--- config.mk ---
export PLATFORM = sky130hd
export DESIGN_NAME = yuy2_bgrx_to_rgba_converter_core
export DESIGN_NICKNAME = d
export VERILOG_FILES = /design/src/rtl/core/yuy2rgb_pkg.sv /design/src/rtl/core/yuy2rgb_sequencer.sv /design/src/rtl/core/yuy2rgb_pixel_calc.sv /design/src/rtl/core/yuy2_bgrx_to_rgba_converter_core.sv
export SDC_FILE = /design/constraint.sdc
export NUM_CORES = 1
export LEC_CHECK = 0
export BUFFER_PORTS_ARGS = -buffer_cell sky130_fd_sc_hd__buf_2
export CORE_MARGIN = 2
export CORE_UTILIZATION = 26
export DETAILED_ROUTE_END_ITERATION = 8
export SYNTH_ARGS = -nofsm -noshare
export SYNTH_HDL_FRONTEND = slang
export SYNTH_SLANG_ARGS = --single-unit
export TNS_END_PERCENT = 50
--- constraint.sdc ---
create_clock -name i_clk -period 5.1 [get_ports i_clk]
set_input_delay 1.53 -clock i_clk [delete_from_list [all_inputs] [get_ports i_clk]]
set_output_delay 1.53 -clock i_clk [all_outputs]
set_load 0.01 [all_outputs]
--- src/rtl/core/yuy2rgb_pkg.sv ---
// Shared types and constants for the YUY2 / BGRX to RGB converter core.
// No dependencies; imported by every module of the core.
package yuy2rgb_pkg;

    // Width of the Q10 products and sums; holds every BT.601 sum with sign.
    localparam int PROD_W = 22;
    localparam int Q_SHIFT = 10;

    localparam logic [7:0] LUMA_OFFSET   = 8'd16;
    localparam logic [7:0] CHROMA_OFFSET = 8'd128;
    localparam logic [7:0] CHAN_MAX      = 8'd255;

    // Q10 coefficients (real value times 1024, rounded)
    localparam logic signed [PROD_W-1:0] K_Y  = 22'sd1192;
    localparam logic signed [PROD_W-1:0] K_RV = 22'sd1634;
    localparam logic signed [PROD_W-1:0] K_GU = 22'sd401;
    localparam logic signed [PROD_W-1:0] K_GV = 22'sd833;
    localparam logic signed [PROD_W-1:0] K_BU = 22'sd2065;

    localparam logic MODE_SWIZZLE = 1'b0;
    localparam logic MODE_YUY2    = 1'b1;

    typedef struct packed {
        logic [31:0] source_word;
        logic        second_pixel_present;
    } t_request;

    typedef struct packed {
        logic [7:0] red;
        logic [7:0] green;
        logic [7:0] blue;
        logic       last_in_run;
    } t_result;

    typedef struct packed {
        logic [7:0] red;
        logic [7:0] green;
        logic [7:0] blue;
    } t_rgb;

    // One pixel's worth of work handed from the sequencer to the arithmetic
    typedef struct packed {
        logic       valid;
        logic       yuv_mode;
        logic       last;
        logic [7:0] luma;
        logic [7:0] cb;
        logic [7:0] cr;
        t_rgb       bgr;
    } t_pixel_req;

endpackage

--- src/rtl/core/yuy2rgb_sequencer.sv ---
// Request register, mode register and pixel sequencing for the converter core.
// Depends on yuy2rgb_pkg.
module yuy2rgb_sequencer (
    input  logic                    i_clk,
    input  logic                    i_rst_n,
    input  logic                    start,
    input  yuy2rgb_pkg::t_request   i_request,
    input  logic                    i_cfg_wr_en,
    input  logic                    i_cfg_wr_data,
    output logic                    busy,
    output yuy2rgb_pkg::t_pixel_req o_pix
);
    import yuy2rgb_pkg::*;

    logic        r_pixel_mode;
    logic        r_valid;
    logic        r_phase;
    logic        r_second;
    logic [31:0] r_word;
    logic        n_valid;
    logic        n_phase;
    logic        accept;

    // Hold off new requests until the Y1 pixel of a two-pixel YUY2 request is issued
    assign busy   = r_valid & (r_pixel_mode == MODE_YUY2) & r_second & ~r_phase;
    assign accept = start & ~busy;

    always_comb begin
        n_valid = 1'b0;
        n_phase = 1'b0;
        if (accept) begin
            n_valid = 1'b1;
        end else if (busy) begin
            n_valid = 1'b1;
            n_phase = 1'b1;
        end
    end

    always_ff @(posedge i_clk) begin
        if (!i_rst_n) begin
            r_pixel_mode <= MODE_SWIZZLE;
            r_valid      <= 1'b0;
            r_phase      <= 1'b0;
        end else begin
            if (i_cfg_wr_en) begin
                r_pixel_mode <= i_cfg_wr_data;
            end
            r_valid <= n_valid;
            r_phase <= n_phase;
        end
    end

    always_ff @(posedge i_clk) begin
        if (accept) begin
            r_word   <= i_request.source_word;
            r_second <= i_request.second_pixel_present;
        end
    end

    always_comb begin
        o_pix.valid     = r_valid;
        o_pix.yuv_mode  = r_pixel_mode;
        o_pix.last      = ~busy;
        o_pix.luma      = r_phase ? r_word[23:16] : r_word[7:0];
        o_pix.cb        = r_word[15:8];
        o_pix.cr        = r_word[31:24];
        o_pix.bgr.red   = r_word[23:16];
        o_pix.bgr.green = r_word[15:8];
        o_pix.bgr.blue  = r_word[7:0];
    end

`ifndef NO_ASSERTIONS
    a_busy_one_cycle: assert property (@(posedge i_clk) disable iff (!i_rst_n)
        busy |=> !busy)
        else $error("busy held for more than one cycle");

    a_swizzle_never_busy: assert property (@(posedge i_clk) disable iff (!i_rst_n)
        (r_pixel_mode == MODE_SWIZZLE) |-> !busy)
        else $error("busy raised in swizzle mode");

    a_second_pixel_last: assert property (@(posedge i_clk) disable iff (!i_rst_n)
        busy |=> (o_pix.valid && o_pix.last))
        else $error("second pixel not issued as last of its request");
`endif

endmodule

--- src/rtl/core/yuy2rgb_pixel_calc.sv ---
// Two-stage BT.601 Q10 pixel arithmetic (swizzle pixels pass through): product register,
// then sum, clamp and result register. Depends on yuy2rgb_pkg.
module yuy2rgb_pixel_calc (
    input  logic                    i_clk,
    input  logic                    i_rst_n,
    input  yuy2rgb_pkg::t_pixel_req i_pix,
    output logic                    o_strobe,
    output yuy2rgb_pkg::t_result    o_result
);
    import yuy2rgb_pkg::*;

    function automatic logic [7:0] sat_q10(input logic signed [PROD_W-1:0] sum);
        logic [7:0] res;
        if (sum[PROD_W-1]) begin
            res = 8'd0;
        end else if (|sum[PROD_W-2:Q_SHIFT+8]) begin
            res = CHAN_MAX;
        end else begin
            res = sum[Q_SHIFT+7:Q_SHIFT];
        end
        return res;
    endfunction

    logic [7:0]              c_luma;
    logic signed [8:0]       d_cb;
    logic signed [8:0]       e_cr;
    logic signed [PROD_W-1:0] c_ext;
    logic signed [PROD_W-1:0] d_ext;
    logic signed [PROD_W-1:0] e_ext;

    logic                     r_prod_valid;
    logic                     r_prod_yuv;
    logic                     r_prod_last;
    t_rgb                     r_prod_bgr;
    logic signed [PROD_W-1:0] r_py;
    logic signed [PROD_W-1:0] r_prv;
    logic signed [PROD_W-1:0] r_pgu;
    logic signed [PROD_W-1:0] r_pgv;
    logic signed [PROD_W-1:0] r_pbu;

    logic signed [PROD_W-1:0] sum_r;
    logic signed [PROD_W-1:0] sum_g;
    logic signed [PROD_W-1:0] sum_b;
    t_result                  n_result;
    logic                     r_strobe;
    t_result                  r_result;

    // Clamp luma offset at zero; chroma is centred on 128
    assign c_luma = (i_pix.luma > LUMA_OFFSET) ? (i_pix.luma - LUMA_OFFSET) : 8'd0;
    assign d_cb   = $signed({1'b0, i_pix.cb}) - $signed({1'b0, CHROMA_OFFSET});
    assign e_cr   = $signed({1'b0, i_pix.cr}) - $signed({1'b0, CHROMA_OFFSET});
    assign c_ext  = $signed({{(PROD_W-8){1'b0}}, c_luma});
    assign d_ext  = PROD_W'(d_cb);
    assign e_ext  = PROD_W'(e_cr);

    always_ff @(posedge i_clk) begin
        if (!i_rst_n) begin
            r_prod_valid <= 1'b0;
        end else begin
            r_prod_valid <= i_pix.valid;
        end
    end

    always_ff @(posedge i_clk) begin
        r_prod_yuv  <= i_pix.yuv_mode;
        r_prod_last <= i_pix.last;
        r_prod_bgr  <= i_pix.bgr;
        r_py        <= c_ext * K_Y;
        r_prv       <= e_ext * K_RV;
        r_pgu       <= d_ext * K_GU;
        r_pgv       <= e_ext * K_GV;
        r_pbu       <= d_ext * K_BU;
    end

    assign sum_r = r_py + r_prv;
    assign sum_g = r_py - r_pgu - r_pgv;
    assign sum_b = r_py + r_pbu;

    always_comb begin
        n_result.last_in_run = r_prod_last;
        if (r_prod_yuv == MODE_YUY2) begin
            n_result.red   = sat_q10(sum_r);
            n_result.green = sat_q10(sum_g);
            n_result.blue  = sat_q10(sum_b);
        end else begin
            n_result.red   = r_prod_bgr.red;
            n_result.green = r_prod_bgr.green;
            n_result.blue  = r_prod_bgr.blue;
        end
    end

    always_ff @(posedge i_clk) begin
        if (!i_rst_n) begin
            r_strobe <= 1'b0;
        end else begin
            r_strobe <= r_prod_valid;
        end
    end

    always_ff @(posedge i_clk) begin
        r_result <= n_result;
    end

    assign o_strobe = r_strobe;
    assign o_result = r_result;

`ifndef NO_ASSERTIONS
    a_req_to_prod: assert property (@(posedge i_clk) disable iff (!i_rst_n)
        i_pix.valid |=> r_prod_valid)
        else $error("pixel request lost before product stage");

    a_prod_to_strobe: assert property (@(posedge i_clk) disable iff (!i_rst_n)
        r_prod_valid |=> o_strobe)
        else $error("product stage did not produce a result");

    a_no_spurious_strobe: assert property (@(posedge i_clk) disable iff (!i_rst_n)
        !r_prod_valid |=> !o_strobe)
        else $error("result strobe without a pixel in flight");
`endif

endmodule

--- src/rtl/core/yuy2_bgrx_to_rgba_converter_core.sv ---
// An accepted request passes the request, product and result registers before its first pixel leaves.
// Throughput: one request per cycle in swizzle mode or for a lone YUY2 pixel; a YUY2 request
// with two pixels raises busy, and the next request waits while the one pixel datapath takes the second.
// One pixel per cycle leaves on o_result_strobe; the receiver cannot stall.
// Reset (i_rst_n low, synchronous) clears all valid state and selects swizzle mode.
// Top level of the converter core; depends on yuy2rgb_pkg and its submodules.
module yuy2_bgrx_to_rgba_converter_core (
    input  logic                  i_clk,
    input  logic                  i_rst_n,
    input  logic                  start,
    input  yuy2rgb_pkg::t_request i_request,
    input  logic                  i_cfg_wr_en,
    input  logic                  i_cfg_wr_data,
    output logic                  busy,
    output logic                  o_result_strobe,
    output yuy2rgb_pkg::t_result  o_result
);
    import yuy2rgb_pkg::*;

    t_pixel_req pix;

    yuy2rgb_sequencer u_sequencer (
        .i_clk         (i_clk),
        .i_rst_n       (i_rst_n),
        .start         (start),
        .i_request     (i_request),
        .i_cfg_wr_en   (i_cfg_wr_en),
        .i_cfg_wr_data (i_cfg_wr_data),
        .busy          (busy),
        .o_pix         (pix)
    );

    yuy2rgb_pixel_calc u_pixel_calc (
        .i_clk    (i_clk),
        .i_rst_n  (i_rst_n),
        .i_pix    (pix),
        .o_strobe (o_result_strobe),
        .o_result (o_result)
    );

endmodule

==> results.md <==
* Outcome: completed
* CP max-delay cell: fa_1
* Worst slew margin at 24.8%
* Synth cell types at 64
* Vias in the first global route at 8319
* GPL Wtd Cong at 0.858
* Filler cells at 4619
* CP max FO at 11
* Net Count, Synth at 1491
* Met2 wire len at 12.0 mm
* # nets final at 1579
* Synth warn at 0
* Final setup viols at 0
* Top Layer Used: met4
* RSZ-0062 raised after global routing: true
* Final WS setup at 0.277 ns
* Crit path DAT at 5.12 ns
* Final Core Density at 30.0%
* FF-to-FF path depth at 17
* Die height at 217 microns
* Area of the multi-input gates at 0.00740 sq mm
* Initial core utilization at 26.2%
* CTS Buffer Depth at 2
* TritonCTS buffer count at 17
* Total I/O pin count at 65
* Overall Power at 7.18 mW
* Most frequent cell after synthesis: ha_1
* Initial antenna violation count at 0
* Clock tree from TritonCTS: built
* GR Util All Layers at 11.4%
* Fin. Hold Viols at 0
* CP Launch Type: register
* Placed Area at 0.0130 sq mm
* Via Count at 7938
* Post-synth top area share at 27.9%
* Register area at 0.00375 sq mm
* Top post-synthesis cells by count: ha_1, inv_1, dfxtp_1
* Core ar. at 0.0452 sq mm
* Post-synth ARST share at 0%
* Routed WL per cell at 14.0 microns
* Final Max Slew Viols at 0
* Post-synthesis sequential area ratio at 31.7%
* Syn Inst Count at 1131
* Final worst-path cycle share at 94.6%
* WL final at 25.7 mm
* Crit. End Element: register
* Clock latency on the worst-skew pair at 0.44 ns
* # hold bufs at CTS at 0
* Wire length on met1 at 12.7 mm
* Fin area at 0.0136 sq mm
* Pre-CTS WS at 0.119 ns
* Mapped Avg Cell Area at 10.5 sq um
* Number of DRC markers in iteration 0 at 386
* # port buffers at 64
* Synthesized area at 0.0119 sq mm
* Synthesis-to-finish area growth at 14.4%
* Inserted Diodes at 0
* Flops & latches, synth at 171
* # rows at 78
* Post-detail-place hpwl at 20.7 mm
* CTS root buffer: clkbuf_16
* Die area at 0.0473 sq mm
* Max H-tree Level at 4
* Yosys top cell by area: ha_1
* Worst-path cell chain: mux2i_1 -> ha_1 -> nand2_1 -> mux2_2 -> a21oi_1 -> ha_1 -> ha_1 -> inv_1 -> fa_1 -> fa_1 -> inv_1 -> ha_1 -> a21oi_1 -> o21a_1 -> nor2_1 -> a211oi_1 -> a21oi_1
* Met3 WL at 554 microns
* Placed cell count at 1800
* Clock Skews at 0.0120 ns
* Synth Flop Type: dfxtp_1
* Global-route wire length before repair at 42.4 mm
* EDFF count, synth at 33
* Kind of critical path: reg2reg
* Worst hold stages at 0
* WHS at 0.337 ns
* Hold Crit Class: reg2reg
* Leakage dissipation at 6.67 nW
* Worst-Margin Slew at 1.13 ns
* F_max at 0.207 GHz
* Cell Pwr Density at 530 mW/mm^2
* Crit path time final at 4.82 ns
* Largest net degree at the start of global routing at 34
* Remaining Overflow, GRT at 0
* DR pass1 iterations at 4
* CTS Sinks at 171
* Fraction of layout instances using a drive strength above 1 at 10.2%
* Maximum vdd drop at 0.376 mV
* Top post-synthesis cells by area: ha_1, dfxtp_1, fa_1
* Max Cap Viol at 0
* Final ANT Viol Nets at 0
* Fin cells at 1832
* Drt via density at 4.33
* Worst path required time at 5.40 ns
* Worst path most repeated cell: ha_1
* Largest stage delay, worst path at 0.55 ns
* Die W at 217 microns
* Setup TNS at 0 ns
* Clk slew on worst S/H paths at 0.07 ns
* DRC at 0
-- per-layer routing --
metal | vias up | track usage (%)
li1 | 4076 | -
met1 | 3746 | 15.1
met2 | 87 | 19.2
met3 | 29 | 1.90
met4 | 0 | 3.29
met5 | - | 0
-- cells in the final DEF, fill, tap and decap left out, types with 6 or more instances in the layout --
| cell | count |
|---|---|
| nor2_1 | 48 |
| a21o_1 | 22 |
| edfxtp_1 | 33 |
| clkbuf_16 | 18 |
| buf_2 | 64 |
| nand3_1 | 15 |
| o21ai_0 | 23 |
| buf_4 | 9 |
| nand2_1 | 43 |
| o2bb2ai_1 | 8 |
| mux2i_1 | 11 |
| o21bai_1 | 12 |
| dfxtp_1 | 137 |
| a21oi_1 | 58 |
| a31oi_1 | 7 |
| inv_1 | 183 |
| ha_1 | 264 |
| xnor2_1 | 53 |
| o21a_1 | 7 |
| nor2b_1 | 10 |
| xor2_1 | 19 |
| nor3_1 | 19 |
| and3_1 | 6 |
| fa_1 | 58 |
| a22oi_1 | 8 |
-- flip-flops by register name, indices dropped and copies added, names as in the netlist --
register	flops
u_pixel_calc.o_result	25
u_pixel_calc.o_strobe	1
u_pixel_calc.r_pbu	15
u_pixel_calc.r_pgu	15
u_pixel_calc.r_pgv	20
u_pixel_calc.r_prod_bgr	24
u_pixel_calc.r_prod_last	1
u_pixel_calc.r_prod_valid	1
u_pixel_calc.r_prod_yuv	1
u_pixel_calc.r_prv	16
u_pixel_calc.r_py	16
u_sequencer.r_phase	1
u_sequencer.r_pixel_mode	1
u_sequencer.r_second	1
u_sequencer.r_valid	1
u_sequencer.r_word	32
-- cells by family after synthesis --
family          count (synthesis)  share of synthesized area [%]
fa+ha+maj                     322                           37.7
simple gates                  170                           6.91
compound gates                195                           11.4
flops                         171                           31.7
buf+inv                       188                           5.95
xor+xnor                       72                           5.32
mux                            13                           1.12
-- layout make-up --
class / instances / share of cell area [%]
tap: 600 / 5.54
clock inverter: 11 / 0.748
inverter: 184 / 5.09
timing repair buffer: 73 / 2.86
clock buffer: 21 / 3.48
sequential: 171 / 27.7
multi-input combinational: 772 / 54.6
-- critical path: cells and delay by family (launching register included) --
family	cells	cell delay, ns
flops	1	0.47
compound gates	5	1.12
simple gates	2	0.14
mux	2	0.61
buf+inv	2	0.10
fa+ha+maj	6	2.23
-- timing repair --
item | CTS | global route
setup endpoints to repair | 0 | 4
gates resized for setup | 0 | 4
hold endpoints to repair | 0 | 0
setup buffers | 0 | 0
-- where the power goes --
group | total (mW) | internal, mW | switching (mW)
clock | 1.27 | 0.681 | 0.585
combinational | 3.98 | 1.76 | 2.22
sequential | 1.93 | 1.70 | 0.233
-- final timing paths --
path | start | end | slack, ns
max | u_sequencer.r_phase$_SDFF_PP0_ | u_pixel_calc.r_py[18]$_DFF_P_ | 0.28
min | u_pixel_calc.r_prod_last$_DFF_P_ | u_pixel_calc.o_result[0]$_DFF_P_ | 0.34
max reg2reg | u_sequencer.r_phase$_SDFF_PP0_ | u_pixel_calc.r_py[18]$_DFF_P_ | 0.28
min reg2reg | u_pixel_calc.r_prod_last$_DFF_P_ | u_pixel_calc.o_result[0]$_DFF_P_ | 0.34
No activity file was read; power rests on OpenSTA's default activity.
